==> src/hw/rtl/rgbc_pkg.sv <==
// Shared types, constants and kernel tables for the RGB 3x3 convolution filter.
// No dependencies; every other file of the block refers to this package.
`timescale 1ns / 1ps
`default_nettype none

package rgbc_pkg;

  // Default frame limits handed to the top level parameters.
  localparam int MAX_WIDTH_DEF  = 1024;
  localparam int MAX_HEIGHT_DEF = 1024;

  // Fixed geometry and field widths.
  localparam int KSIZE     = 3;
  localparam int NTAPS     = KSIZE * KSIZE;
  localparam int COEF_BITS = 8;
  localparam int CH_BITS   = 8;
  localparam int NCH       = 3;
  localparam int PIX_BITS  = NCH * CH_BITS;
  localparam int DIM_BITS  = 11;
  localparam int SEL_BITS  = 3;
  localparam int CFG_ADDR_BITS = 3;
  localparam int CFG_DATA_BITS = KSIZE * COEF_BITS;
  localparam int COORD_BITS    = 10;
  localparam int FRAME_DIM_RST = 1024;

  // Datapath widths: pixel times coefficient, nine-term sum, magnitude, divisor.
  localparam int PROD_BITS = CH_BITS + COEF_BITS + 1;
  localparam int SUM_BITS  = PROD_BITS + 4;
  localparam int MAG_BITS  = SUM_BITS - 1;
  localparam int DIV_BITS  = COEF_BITS + 4;
  localparam int QBITS     = CH_BITS;

  typedef logic [PIX_BITS-1:0]                    pix_t;
  typedef logic [NTAPS-1:0][PIX_BITS-1:0]         win_t;
  typedef logic [SEL_BITS-1:0]                    ksel_t;
  typedef logic signed [COEF_BITS-1:0]            coef_t;
  typedef logic signed [DIV_BITS-1:0]             divs_t;
  typedef logic [KSIZE-1:0][CFG_DATA_BITS-1:0]    rows_t;
  typedef logic [NCH-1:0][CH_BITS-1:0]            chans_t;

  // Result of the multiply-accumulate unit for one output pixel.
  typedef struct packed {
    logic [NCH-1:0][MAG_BITS-1:0] mag;
    divs_t                        divisor;
  } conv_res_t;

  // Configuration register indexes.
  typedef enum logic [CFG_ADDR_BITS-1:0] {
    REG_KSEL       = 3'd0,
    REG_ROW_TOP    = 3'd1,
    REG_ROW_MID    = 3'd2,
    REG_ROW_BOTTOM = 3'd3,
    REG_WIDTH      = 3'd4,
    REG_HEIGHT     = 3'd5
  } cfg_reg_t;

  // Input item kinds.
  localparam logic OP_PIXEL = 1'b0;
  localparam logic OP_FLUSH = 1'b1;

  // Kernel selection codes.
  localparam ksel_t KSEL_CUSTOM = 3'd0;
  localparam ksel_t KSEL_MEAN   = 3'd1;

  // Built-in kernels, row-major, row 0 first.
  localparam coef_t KTAB [8][NTAPS] = '{
    '{ 0,  0,  0,  0,   0,  0,  0,  0,  0},
    '{ 1,  1,  1,  1,   1,  1,  1,  1,  1},
    '{ 1,  2,  1,  2, -12,  2,  1,  2,  1},
    '{ 1,  1,  1,  1,   8,  1,  1,  1,  1},
    '{ 0, -1,  0, -1,   5, -1,  0, -1,  0},
    '{ 0,  1,  0,  1,  -4,  1,  0,  1,  0},
    '{-1,  0,  1, -2,   0,  2, -1,  0,  1},
    '{-1, -2, -1,  0,   0,  0,  1,  2,  1}
  };

  // Divisors of the built-in kernels; the custom entry is never used.
  localparam divs_t KDIV [8] = '{1, 9, 1, 16, 5, 1, 4, 4};

  // State machine of the top level controller.
  typedef enum logic [5:0] {
    S_IDLE  = 6'b000001,
    S_VISIT = 6'b000010,
    S_RD    = 6'b000100,
    S_CONV  = 6'b001000,
    S_DIV   = 6'b010000,
    S_PUSH  = 6'b100000
  } state_t;

endpackage

`default_nettype wire

==> src/hw/rtl/rgbc_div.sv <==
// Iterative divider: three channel lanes, one quotient bit per cycle, result clamped to 255.
// Uses rgbc_pkg for widths and the conv_res_t input.
`timescale 1ns / 1ps
`default_nettype none

module rgbc_div (
  input  wire logic                 clk,
  input  wire logic                 rst,
  input  wire logic                 start,
  input  wire rgbc_pkg::conv_res_t  res,
  output logic                      done,
  output rgbc_pkg::chans_t          quo
);

  localparam int CNTW = $clog2(rgbc_pkg::QBITS);

  logic [rgbc_pkg::DIV_BITS-2:0]      dpos;
  logic [rgbc_pkg::MAG_BITS-1:0]      dsh;
  logic [rgbc_pkg::MAG_BITS-1:0]      rem [rgbc_pkg::NCH];
  logic [rgbc_pkg::QBITS-1:0]         q   [rgbc_pkg::NCH];
  logic [rgbc_pkg::NCH-1:0]           sat;
  logic                               zero;
  logic                               busy;
  logic [CNTW-1:0]                    cnt;

  assign dpos = res.divisor[rgbc_pkg::DIV_BITS-2:0];

  // Step control.
  always_ff @(posedge clk) begin
    if (rst) begin
      busy <= 1'b0;
      done <= 1'b0;
      cnt  <= '0;
    end else begin
      done <= 1'b0;
      if (start) begin
        busy <= 1'b1;
        cnt  <= '0;
      end else if (busy) begin
        cnt <= cnt + CNTW'(1);
        if (cnt == CNTW'(rgbc_pkg::QBITS - 1)) begin
          busy <= 1'b0;
          done <= 1'b1;
        end
      end
    end
  end

  // Restoring division; a quotient of 256 or more is flagged up front as saturated.
  always_ff @(posedge clk) begin
    if (start) begin
      zero <= (res.divisor <= 0);
      dsh  <= rgbc_pkg::MAG_BITS'(dpos) << (rgbc_pkg::QBITS - 1);
      for (int ch = 0; ch < rgbc_pkg::NCH; ch++) begin
        rem[ch] <= res.mag[ch];
        q[ch]   <= '0;
        sat[ch] <= (rgbc_pkg::MAG_BITS+1)'(res.mag[ch])
                   >= ((rgbc_pkg::MAG_BITS+1)'(dpos) << rgbc_pkg::QBITS);
      end
    end else if (busy) begin
      dsh <= dsh >> 1;
      for (int ch = 0; ch < rgbc_pkg::NCH; ch++) begin
        if (rem[ch] >= dsh) begin
          rem[ch] <= rem[ch] - dsh;
          q[ch]   <= {q[ch][rgbc_pkg::QBITS-2:0], 1'b1};
        end else begin
          q[ch]   <= {q[ch][rgbc_pkg::QBITS-2:0], 1'b0};
        end
      end
    end
  end

  // Final selection: non-positive divisor gives zero, overflow gives full scale.
  always_comb begin
    for (int ch = 0; ch < rgbc_pkg::NCH; ch++) begin
      if (zero) begin
        quo[ch] = '0;
      end else if (sat[ch]) begin
        quo[ch] = '1;
      end else begin
        quo[ch] = q[ch];
      end
    end
  end

endmodule

`default_nettype wire

==> config.mk <==
export PLATFORM = sky130hd
export DESIGN_NAME = rgbc_div
export DESIGN_NICKNAME = d
export VERILOG_FILES = /design/src/hw/rtl/rgbc_pkg.sv /design/src/hw/rtl/rgbc_div.sv
export SDC_FILE = /design/constraint.sdc
export NUM_CORES = 1
export LEC_CHECK = 0
export ABC_AREA = 0
export CORE_MARGIN = 3
export CORE_UTILIZATION = 55
export CTS_CLUSTER_DIAMETER = 100
export DETAILED_ROUTE_END_ITERATION = 6
export DONT_BUFFER_PORTS = 1
export PLACE_DENSITY = 0.7
export SYNTH_ARGS = -nofsm -noshare
export SYNTH_HDL_FRONTEND = slang
export SYNTH_SLANG_ARGS = --single-unit
==> constraint.sdc <==
create_clock -name clk -period 2.9 [get_ports clk]
set_input_delay 0.29 -clock clk [delete_from_list [all_inputs] [get_ports clk]]
set_output_delay 0.29 -clock clk [all_outputs]
set_load 0.03 [all_outputs]
# Word-level counts from Yosys, hierarchy flattened
# Memory sizes are Yosys's and may differ from the RTL's.
# Cells that the tools add are included.
[op_classes] n_addsub=4 n_lt_le_gt_ge=7 n_eq_ne=1 mux=47 bitwise_logic=10 reduce_logical=3
[op_table] op="two-way mux 8 bit" n=12
[op_table] op=">= comparator 20 x 18 -> 1 bit" n=3
[op_table] op=">= comparator 20 x 19 -> 1 bit" n=3
[op_table] op="two-way mux 20 bit" n=3
[op_table] op="subtractor 20 x 18 -> 20 bit" n=3
[op_table] op="two-way mux 18 bit" n=2
[op_table] op="two-way mux 1 bit" n=30
[op_table] op="<= comparator 12 x 1 -> 1 bit, second input constant" n=1
[op_table] op="OR 1 bit" n=9
[op_table] op="adder 3 x 1 -> 3 bit, second input constant" n=1
[op_table] op="== test 3 bit, second input constant" n=1
[op_table] op="OR reduction 3 bit" n=1
[op_table] op="nonzero test 2 bit" n=1
[op_table] op="OR reduction 2 bit" n=1
[op_table] op="inverter 1 bit" n=1
[totals] regBits=27 ram_bits=84 inputBits=75 output_inout_bits=25 n_memories=2
[memory_table] memory="rem" depth=3 word_bits=20 rd=3 rd_clocked_by_memory_dff=0 wr=3 line="rgbc_div.sv:19" text="logic [rgbc_pkg::MAG_BITS-1:0] rem [rgbc_pkg::NCH];"
[memory_table] memory="q" depth=3 word_bits=8 rd=3 rd_clocked_by_memory_dff=0 wr=3 line="rgbc_div.sv:20" text="logic [rgbc_pkg::QBITS-1:0] q [rgbc_pkg::NCH];"

# Logic depth before layout (Yosys ltp)
# Gate-level depths: netlist of run 1.
# An unclocked memory read counts as a cell.
[logic_depth] depth_word=8 mapped_depth=12 ltp_nobuf=11

# Worst setup path before layout of run 1
# No wires, ideal clock.
[synth_path] path_type="register to register" startpoint="register dsh[0] (netlist name)" endpoint="memory rem[0][53] (netlist name) (data pin)" setup_time_ns=0.260 arrival_time_ns=2.638 t_required_ns=2.640 setup_slack_ns=0.002 path_stages_with_launch=11 n_path_buf=1 cell_sequence="dfxtp_1 > ha_1 > fa_1 > nand2b_1 > a211oi_2 > o41ai_2 > a21oi_2 > a31oi_2 > a31oi_4 > buf_6 > mux2_2"
[synth_lines] item="start, declared" line="rgbc_div.sv:18" text="logic [rgbc_pkg::MAG_BITS-1:0] dsh;"
[synth_lines] item="start signal, assigned" line="rgbc_div.sv:53" text="dsh <= rgbc_pkg::MAG_BITS'(dpos) << (rgbc_pkg::QBITS - 1);"
[synth_lines] item="start signal, assigned" line="rgbc_div.sv:61" text="dsh <= dsh >> 1;"
[synth_lines] item="end, declared" line="rgbc_div.sv:19"

==> results of run 1 <==
## per-stage QoR
stage          setup slack (ps)  setup TNS, ps  instance area, um2  hold slack, ps
3_5_place_dp             -259.3         -14780                8939           366.6
5_1_grt                  -154.9          -5549               10170           3.087
4_1_cts                  -73.28          -2023                9672           9.801
3_3_place_gp             -181.4          -8614                8939           364.0
6_report                 -71.36         -842.1               10170           17.90
2_1_floorplan             2.055              0                8341           362.4
## cells in the mapped netlist (5+ instances only)
master / instances / share of area [%]
nand3_1: 14 / 0.84
mux2_2: 34 / 4.6
nand2_1: 49 / 2.2
xnor2_1: 34 / 3.6
clkbuf_1: 14 / 0.63
mux2i_1: 15 / 1.8
a31o_2: 5 / 0.53
and2_1: 21 / 1.6
nor3_1: 18 / 1.1
nand4_1: 5 / 0.38
nand2b_1: 12 / 0.90
nor4_1: 7 / 0.53
nor2_1: 99 / 4.5
edfxtp_1: 98 / 35
inv_1: 59 / 2.7
a21oi_1: 53 / 3.2
mux2_4: 10 / 1.8
buf_6: 6 / 0.81
or2_2: 6 / 0.45
o21a_1: 8 / 0.72
dfxtp_1: 13 / 3.1
a21o_1: 28 / 2.5
ha_1: 89 / 13
nor2b_1: 8 / 0.60
o21ai_0: 47 / 2.8
xor2_1: 13 / 1.4
a211oi_1: 6 / 0.54
a31oi_1: 8 / 0.60
## sequential cells by signal, indices dropped and copies added (netlist names)
signal and flops:
rem 60, q 24, dsh 18, cnt 3, sat 3, busy 1, done 1, zero 1
## cell type report
cell class                 count  area (um2)  area share (%)
clock buffer                   9       225.2           2.215
inverter                      59       224.0           2.203
clock inverter                 7       86.33          0.8490
multi-input combinational    646        5296           52.09
timing repair buffer          90       892.1           8.773
tap                          184       230.2           2.264
sequential                   111        3214           31.61
## cells by family (layout without fill, tap and decap cells)
group                      Yosys count  count (layout)  share of synthesized area [%]
muxes                               60              60                          8.326
and+or+nand+nor                    255             255                          14.66
AOI/OAI and AO/OA                  192             192                          15.27
buffers and inverters               82             165                          4.335
xor gates and xnor gates            47              47                          4.936
adders and majority gates           92              92                          14.07
DFF                                111             111                          38.40
## critical path, cell delays in order (launching register included)
cell and delay, ps:
edfxtp_1 430, ha_4 260, a211oi_2 320, nor2_4 90, o41ai_4 390, a21oi_2 120, a31oi_4 250, a31oi_4 120
buf_6 170, buf_12 130, buf_16 140, mux2_4 290
## power breakdown
group / leakage, nW / switching (mW) / internal, mW
Sequential: 1.11 / 0.0901 / 1.92
Clock: 0.150 / 0.666 / 0.692
Combinational: 2.99 / 1.12 / 0.958
## what timing repair did
action	in CTS	in global routing
setup buffers	10	12
setup endpoints to repair	95	98
hold buffers	2	0
gates cloned	4	3
pin swaps	7	21
endpoints found under the hold margin	12	0
gates resized for setup	48	84
## metal layers
layer / wire, um / track usage (%)
met1: 9633 / 32.73
met2: 11430 / 45.30
met3: 1442 / 4.905
met4: 707 / 11.92
met5: 0 / 0
## worst max path at each step
stage	from	to	slack [ps]
after CTS	rem[0][20]$_DFFE_PP_	rem[0][5]$_DFFE_PP_	-70
after global placement	dsh[6]$_SDFFE_PP0P_	rem[0][20]$_DFFE_PP_	-180
after floorplan	dsh[0]$_SDFFE_PP0P_	rem[0][53]$_DFFE_PP_	2
final	rem[0][25]$_DFFE_PP_	rem[0][13]$_DFFE_PP_	-70
after global routing	dsh[5]$_SDFFE_PP0P_	rem[0][3]$_DFFE_PP_	-150
after detailed placement	dsh[6]$_SDFFE_PP0P_	rem[0][43]$_DFFE_PP_	-260
==> metrics list, run 1 <==
- Once layout is complete, the cells apart from fillers number 1,106.
* Worst Hold Endpoint: sat[0]$_DFFE_PP_
- Yosys printed 0 warnings.
* Pin count of the biggest net entering global routing: 36
- Data on the critical path arrives at its endpoint at 3100 ps.
- Lkg Pwr: 4.242 nW
- Worst hold path startpoint: start
* Syn avg cell area: 9.941 um2
* Detailed placer's ending HPWL: 16,030 um
- Dividing the final minimum period by the clock period gives 102.5%.
- At the pin with the least slew margin, the transition time is 812.7 ps.
- Row cnt: 44
- Total number of clock tree sinks: 111
- Final max-slew violation count: 0
* Initial antenna violation count: 0
- Remaining routing DRC violations: 0
- After detailed routing, the number of vias per cell comes to 6.132.
* Initial core utilization: 56.74%
* Detailed Routing Iterations Pass 1: 6
- Total Nets Final: 1,084
- The top cell types in the final layout, fill and taps aside, are nor2_1 (98), edfxtp_1 (98), buf_4 (72), ha_1 (68), nand2_1 (49).
* Remaining Overflow, GRT: 0
- The smallest clock period supported by the final layout is computed as 2971 ps.
- The detailed router finished its first iteration with 654 violations.
- Design Power: 5.450 mW
- The core region is 14,700 um2.
- Post-DRT Antenna Nets: 0
- The setup check on the worst reg-to-reg path leaves a slack of -70 ps.
- Aggregate routed wire length: 23,210 um
- Number of maximum-capacitance constraint violations: 0
- I/O pin total: 100
- Via count of the first global-routing pass: 6,700
- Top achievable clock speed: 336.5 MHz
- Counting every instance in the synthesized netlist gives 839.
- Util after Layout: 69.18%
* Most used flip-flop cell after synthesis: edfxtp_1
- Routed via count: 6,782
- The checks that failed: negative setup slack.
- Clock transition at the register clock pins on the worst setup and hold paths after CTS: 80 ps
* Global-route wire length before repair: 34,070 um
- STA classifies the critical path endpoint as a flop.
- Headroom to the max-slew limit: 45.82%
- The startpoint identified for the worst register-to-register timing path is rem[0][25]$_DFFE_PP_.
- Number of placed instances, taps included: 1,061
- Relative to the synthesized area, the layout overhead comes to 21.92%.
- Global routing used 26.52% of the available tracks across all layers.
* Number of filler instances in the final layout: 1,028
- After synthesis the netlist holds a flip-flop and latch count of 111.
- The die covers 16,680 um2.
- RD Place Congestion: 1.009
- The worst setup path is launched from a flop.
- Of all flip-flops after synthesis, the portion carrying an async set or reset was 0%.
- In this run the tool buffered the top-level ports with 0 buffer cells.
- The flow ran to the end, but the final reports show violations.
* Cell area power density: 535.9 nW/um2
- Share of final-layout standard cells stronger than drive strength 1: 26.03%
* IR drop worst, VDD: 296.7 uV
* DIE WIDTH: 129.1 um
* Setup violators final: 22
* Critical Setup Path Class: reg2reg
* Crit path required time: 3030 ps
* Area of the mapped netlist: 8340 um2
- WL per Instance: 20.98 um
- Number of distinct standard cells referenced by the synthesized netlist: 71
- Setup repair after global routing could not meet its margin everywhere.
* Diode count: 0
- Worst skew pair latency: 380 ps
* Number of enable-type register cells in the synthesized netlist: 98
- Counting every net in the synthesized netlist gives 1,006.
- Worst reg2reg path depth: 11
- TritonCTS built the clock tree.
- Buffers inserted during clock tree synthesis total 9.
* Clock root cell: clkbuf_16
* Final number of hold-violating endpoints: 0
- Maximum fanout along the worst path: 7
* Worst-case clock buffer depth: 2
* Worst reg2reg path endpoint: rem[0][13]$_DFFE_PP_
* Number of stages on the worst hold path: 0
- Clock Skew: 8.289 ps
- Die Y-Extent: 129.1 um
- Setup ws final: -71.36 ps
- In this run the number of H-tree levels came out at 3.
* Type of the tightest min-delay check: in2reg
* Sequential fraction of the synthesis area: 38.40%
Power figures use the tool's default switching activity.
==> inputs of run 2 (changes only) <==
CELL_PAD_IN_SITES_DETAIL_PLACEMENT = 1   (was default)
CELL_PAD_IN_SITES_GLOBAL_PLACEMENT = 2   (was default)
CORE_UTILIZATION = 38   (was 55)
PLACE_DENSITY = 0.76   (was 0.7)
==> metrics list, run 2 (same netlist as run 1, synthesis figures left out) <==
- Initial antenna violation count: 0 (unchanged)
* Number of placed instances, taps included: 1,186 (was 1,061)
- Top library cells by usage in the layout, fill and taps aside: edfxtp_1 (98), buf_4 (97), nor2_1 (88), ha_1 (77), inv_1 (51) (was nor2_1 (98), edfxtp_1 (98), buf_4 (72), ha_1 (68), nand2_1 (49))
- The number of slew-limit violations in the final report is 0 (unchanged).
- The filler-free cell count of the finished design is 1,225 (was 1,106).
- The wire length of the first global-routing pass came to 40,070 um (was 34,070 um).
- Largest registers: rem: 60 flops, q: 24 flops, dsh: 18 flops (unchanged)
- Number of buffers added by the clock tree synthesis step: 9 (unchanged)
- The transition time at the pin with the least slew margin came to 861.1 ps (was 812.7 ps).
* Remaining routing DRC violations: 0 (unchanged)
- Via count of the first global-routing pass: 7,270 (was 6,700)
* Worst-case clock buffer depth: 2 (unchanged)
- The post-CTS clock slew at the launch and capture registers of the worst setup and hold paths is 90 ps (was 80 ps).
* I/O pin total: 100 (unchanged)
- The share of the cycle needed by the critical path after routing is 104.4% (was 102.5%).
- The remaining global-route overflow is 0 (unchanged).
* Routed via count: 6,771 (was 6,782)
- Core Footprint: 21,290 um2 (was 14,700 um2)
- The worst reg-to-reg setup slack came to -130 ps (was -70 ps).
* Number of stages on the worst hold path: 0 (unchanged)
* Setup violators final: 44 (was 22)
- Leaving out fill and tap cells, the most frequent cell in the layout is edfxtp_1.
- The share of post-route cells with drive strength above 1 came to 27.89% (was 26.03%).
- Largest register FFs: 60 (unchanged)
* Clock root cell: clkbuf_16 (unchanged)
* Outcome: finished with violations (unchanged)
- Total Nets Final: 1,112 (was 1,084)
- Critical Setup Path Class: reg2reg (unchanged)
- Total number of clock tree sinks: 111 (unchanged)
* Floorplan die area: 23,760 um2 (was 16,680 um2)
* Worst reg2reg path endpoint: rem[0][24]$_DFFE_PP_ (was rem[0][13]$_DFFE_PP_)
- Crit path required time: 3020 ps (was 3030 ps)
- The worst setup timing slack at the placement stage is -259.8 ps (was -259.3 ps).
* Worst hold path startpoint: start (unchanged)
- Post-DRT Antenna Nets: 0 (unchanged)
- Worst hold margin: 39.51 ps (was 17.90 ps)
- The number of levels the H-tree was split into was 3 (unchanged).
- The signal arrival time at the worst endpoint was 3140 ps (was 3100 ps).
* Port Buffers: 0 (unchanged)
- The type of destination of the critical path is a flop (unchanged).
* Total global-route track usage: 21.43% (was 26.52%)
* Worst Hold Endpoint: sat[0]$_DFFE_PP_ (unchanged)
* RSZ-0062 raised after global routing: yes (unchanged)
* Row cnt: 53 (was 44)
* Top reg by flops: rem (unchanged)
- DIE WIDTH: 154.2 um (was 129.1 um)
- The source-to-sink clock delay at the later pin of the worst-skew pair was 370 ps (was 380 ps).
- WL per Instance: 21.79 um (was 20.98 um)
- CTS tree: done (unchanged)
- The maximum clock frequency was 330.4 MHz (was 336.5 MHz).
- Lkg Pwr: 4.337 nW (was 4.242 nW)
- The antenna diode count came to 0 (unchanged).
* Worst reg2reg path depth: 11 (unchanged)
- The iteration-0 DRC count of the detailed router is 313 (was 654).
* Detailed Routing Iterations Pass 1: 4 (was 6)
* Aggregate routed wire length: 26,690 um (was 23,210 um)
- The share of the core filled with cells is 48.82% (was 69.18%).
* Maximum fanout along the worst path: 13 (was 7)
- The effective utilization at floorplan was 39.18% (was 56.74%).
- Type of the tightest min-delay check: in2reg (unchanged)
- Clock period minus worst slack: 3026 ps (was 2971 ps)
* Detailed placer's ending HPWL: 19,660 um (was 16,030 um)
- The maximum number of pins on one net before global-route repair was 36 (unchanged).
- The max-cap violation count was 0 (unchanged).
- Cell area power density: 527.1 nW/um2 (was 535.9 nW/um2)
- Failing checks: negative setup slack (unchanged)
- The final sum of negative setup slack came to -3136 ps (was -842.1 ps).
- The vias per cell was 5.527 (was 6.132).
- Die Y-Extent: 154.2 um (was 129.1 um)
- Setup ws final: -126.2 ps (was -71.36 ps)
* Final number of hold-violating endpoints: 0 (unchanged)
- The headroom to the max-slew limit was 42.59% (was 45.82%).
- The maximum clock skew at final layout is 9.403 ps (was 8.289 ps).
- The startpoint of the lowest-slack register-to-register path is dsh[0]$_SDFFE_PP0P_ (was rem[0][25]$_DFFE_PP_).
- The maximum vdd drop came to 334.8 uV (was 296.7 uV).
- Area added between synthesis and finish: 24.59% (was 21.92%)
- The startpoint type of the worst setup path is a flop (unchanged).
- The last weighted congestion value of the routability-driven placer was 0.8994 (was 1.009).
==> run 2: how the worst max path moves through the flow <==
stage          slack, ps                 start                   end  cells after the start
6_report            -130   dsh[0]$_SDFFE_PP0P_  rem[0][24]$_DFFE_PP_                     11
5_1_grt             -210   dsh[0]$_SDFFE_PP0P_  rem[0][24]$_DFFE_PP_                     11
4_1_cts             -180  rem[0][20]$_DFFE_PP_  rem[0][31]$_DFFE_PP_                     12
3_5_place_dp        -260   dsh[5]$_SDFFE_PP0P_  rem[0][39]$_DFFE_PP_                     11
3_3_place_gp        -300   dsh[5]$_SDFFE_PP0P_  rem[0][34]$_DFFE_PP_                     11
2_1_floorplan          2   dsh[0]$_SDFFE_PP0P_  rem[0][53]$_DFFE_PP_                     10
==> run 2: layout make-up <==
cell class	count	area [um2]
clock buffers	9	225.2
clock inverters	7	76.32
multi-input cells	646	5235
well taps	275	344.1
inverters	59	221.5
repair buffers	118	1081
fillers	2340	10900
flip-flops and latches	111	3208
==> run 2: routing by layer <==
metal  routed length (um)  GRT usage, %  vias up
li1                     -             -     3263
met1                10980         25.33     3328
met2                13470         37.21      132
met3                 1247         4.841       48
met4                  996         9.420        0
met5                    0             0        -
==> run 2: where the power goes <==
group          internal, mW  switching [mW]
clock network         0.614           0.691
logic                  1.00            1.16
registers              1.92          0.0922
==> run 2: critical path: stages (launching register included) <==
cell       delay, ps
dfxtp_4          390
ha_4             170
fa_2             350
nand2b_4         170
a211oi_4         320
o41ai_4          110
a21oi_2          200
a31oi_4          140
a31oi_4          250
buf_6            160
clkbuf_16        180
mux2_2           330
==> run 2: per-stage QoR <==
step / power (mW) / instance area (um2)
finish: 5.477 / 10390
global placement: 3.845 / 9320
global route: 5.792 / 10390
CTS: 5.381 / 10050
floorplan: 3.339 / 8341
detailed placement: 3.935 / 9320
==> run 2: what timing repair did <==
action,CTS,global route
pin swaps,7,19
endpoints found under the hold margin,12,0
setup endpoints to repair,100,100
gates resized for setup,65,69
setup buffers,10,10
hold buffers,3,0
cloned,2,2
==> inputs of run 3 (changes only) <==
CAP_MARGIN = 30   (was default)
CORE_MARGIN = 2   (was 3)
CORE_UTILIZATION = 42   (was 38)
PLACE_DENSITY = 0.8   (was 0.76)
clock period = 3.4 ns   (was 2.9 ns; I/O delays follow)
==> metrics list, run 3 (same netlist as run 1, synthesis figures left out) <==
- Setup violators final: 0 (was 44)
- The cell at the slowest stage of the critical path was ha_1 (was dfxtp_4).
- Cell count along the critical path: 11 (unchanged)
- The area overhead of the layout relative to synthesis came to 7.846% (was 24.59%).
- Final number of hold-violating endpoints: 0 (unchanged)
* Worst reg2reg path depth: 11 (unchanged)
- Pin count of the biggest net entering global routing: 36 (unchanged)
* Largest registers: rem: 60 flops, q: 24 flops, dsh: 18 flops (unchanged)
- The share of post-route cells with drive strength above 1 came to 11.39% (was 27.89%).
* IR drop worst, VDD: 240.9 uV (was 334.8 uV)
- Number of maximum-capacitance constraint violations: 0 (unchanged)
- Worst-case clock buffer depth: 2 (unchanged)
- The post-CTS clock slew at the launch and capture registers of the worst setup and hold paths came to 90 ps (about the same).
- The placement row count came to 51 (was 53).
- Critical path buffer and inverter count: 3 (was 2)
- Number of stages on the worst hold path: 1 (was 0)
- The total instance count after detailed placement is 1,092 (was 1,186).
- Top achievable clock speed: 311.4 MHz (was 330.4 MHz)
- CP cell instances: inv_1, ha_1, nand3_1, nor4_2, buf_4, nand3_1, o311ai_0, a31oi_2, a31oi_4, buf_12, mux2_2 (was ha_4, fa_2, nand2b_4, a211oi_4, o41ai_4, a21oi_2, a31oi_4, a31oi_4, buf_6, clkbuf_16, mux2_2)
- The I/O pin count came to 100 (unchanged).
- The total via count after detailed routing was 6,200 (was 6,771).
- The post-DP HPWL came to 17,780 um (was 19,660 um).
- Post-detailed-route via-to-cell ratio: 5.596 (was 5.527)
- Worst Setup Start Kind: flop (unchanged)
- Number of buffers added by the clock tree synthesis step: 9 (unchanged)
* Die Y-Extent: 144.9 um (was 154.2 um)
* Portion of the clock cycle consumed by the worst path in the final layout: 94.45% (was 104.4%)
- Top reg by flops: rem (unchanged)
- Total number of H-tree levels: 3 (unchanged)
- The initial antenna violation count is 0 (unchanged).
* WL per Instance: 20.50 um (was 21.79 um)
- Global-route wire length before repair: 36,660 um (was 40,070 um)
- RSZ-0062 raised after global routing: no (was yes).
* Crit end category: flop (unchanged)
- The final net count is 1,005 (was 1,112).
- Clock root cell: clkbuf_16 (unchanged)
- Slowest stage delay, CP: 410 ps (was 390 ps)
- Diode count: 0 (unchanged)
* Aggregate routed wire length: 22,720 um (was 26,690 um)
* Total global-route track usage: 22.05% (was 21.43%)
* CTS Hold Bufs: 0 (was 3)
- Clock Skew: 15.22 ps (was 9.403 ps)
- The power consumption came to 4.304 mW (was 5.477 mW).
* Data arrival time of the critical path: 3330 ps (was 3140 ps)
- Final max-slew violation count: 0 (unchanged)
- Top library cells by usage in the layout, fill and taps aside: nor2_1 (99), edfxtp_1 (98), ha_1 (89), inv_1 (59), a21oi_1 (53) (was edfxtp_1 (98), buf_4 (97), nor2_1 (88), ha_1 (77), inv_1 (51))
- Pin slew with the least headroom to its limit: 884.0 ps (was 861.1 ps)
- The die span in x came to 144.9 um (was 154.2 um).
- Most common library cell in the layout ignoring fill and taps: nor2_1 (was edfxtp_1)
* Post-DRT Antenna Nets: 0 (unchanged)
* Setup TNS: 0 ps (was -3136 ps)
- The worst min-delay path category is in2reg (unchanged).
- The last weighted congestion value of the routability-driven placer came to 0.8854 (was 0.8994).
- CTS tree: done (unchanged)
* Headroom to the max-slew limit: 41.07% (was 42.59%)
- Outcome: complete, no violations (was finished with violations)
- Crit path required time: 3520 ps (was 3020 ps)
* Core Footprint: 19,460 um2 (was 21,290 um2)
* Util after Layout: 46.22% (was 48.82%)
* Worst skew pair latency: 370 ps (about the same)
- Remaining Overflow, GRT: 0 (unchanged)
* Lkg Pwr: 3.661 nW (was 4.337 nW)
- The buffer count from post-CTS setup fixing is 0 (was 10).
- Maximum fanout along the worst path: 35 (was 13)
- Clock period minus worst slack: 3211 ps (was 3026 ps)
- The power density relative to cell area came to 478.5 nW/um2 (was 527.1 nW/um2).
- The filler-free cell count of the finished design was 1,108 (was 1,225).
* Via count of the first global-routing pass: 6,671 (was 7,270)
* Violation count after the first detailed-routing iteration: 266 (was 313)
- Total number of clock tree sinks: 111 (unchanged)
- The effective utilization at floorplan came to 42.85% (was 39.18%).
- The die footprint is 21,000 um2 (was 23,760 um2).
- Cell family with most CP delay: simple AND/OR/NAND/NOR gates (was compound AO/OA/AOI/OAI gates)
- The category of the critical setup timing path was reg2reg (unchanged).
- The most used cell along the critical path was nand3_1 (was a31oi_4).
- Largest register FFs: 60 (unchanged)
* Port Buffers: 0 (unchanged)
* Remaining routing DRC violations: 0 (unchanged)
* Detailed Routing Iterations Pass 1: 4 (unchanged)
-- run 3: cell type report --
type / count / area, um2
sequential: 111 / 3203
multi-input combinational: 646 / 4787
clock inverter: 7 / 93.84
clock buffer: 9 / 225.2
inverter: 59 / 221.5
fill: 2191 / 10470
tap: 265 / 331.6
timing repair buffer: 11 / 132.6
-- run 3: layer usage --
metal  GRT usage (%)  part of all wire (%)
met4           7.228                   2.4
met5               0                     0
met1           27.69                    44
met3           4.780                   5.6
met2           37.74                    48
-- run 3: worst register-to-register path: stages, from the launching register on --
cell	delay [ps]
dfxtp_1	390
inv_1	120
ha_1	410
nand3_1	200
nor4_2	400
buf_4	170
nand3_1	70
o311ai_0	130
a31oi_2	130
a31oi_4	290
buf_12	260
mux2_2	380
-- run 3: worst paths after layout --
| kind | start | endpoint | slack (ps) |
|---|---|---|---|
| setup / recovery | dsh[6]$_SDFFE_PP0P_ | rem[0][49]$_DFFE_PP_ | 190 |
| setup reg to reg | dsh[6]$_SDFFE_PP0P_ | rem[0][49]$_DFFE_PP_ | 190 |
| hold reg to reg | cnt[1]$_SDFFE_PP0P_ | cnt[1]$_SDFFE_PP0P_ | 530 |
| hold / removal | rst | busy$_SDFF_PP0_ | 30 |
-- run 3: where the power goes --
group | switching, mW | internal, mW
registers | 0.0705 | 1.64
logic | 0.839 | 0.605
clock network | 0.613 | 0.538
-- run 3: repair_timing --
| item | 4_1_cts | 5_1_grt |
|---|---|---|
| gates resized for setup | 0 | 2 |
| hold endpoints to repair | 0 | 0 |
| setup endpoints to repair | 0 | 44 |
-- run 3: metrics by stage --
stage	worst slack, ps	hold slack [ps]	instance area [um2]
6_report	188.6	25.38	8995
2_1_floorplan	502.1	412.4	8341
3_5_place_dp	105.2	419.0	8665
4_1_cts	35.45	16.91	8984
5_1_grt	23.91	10.32	8995
3_3_place_gp	167.7	414.3	8665
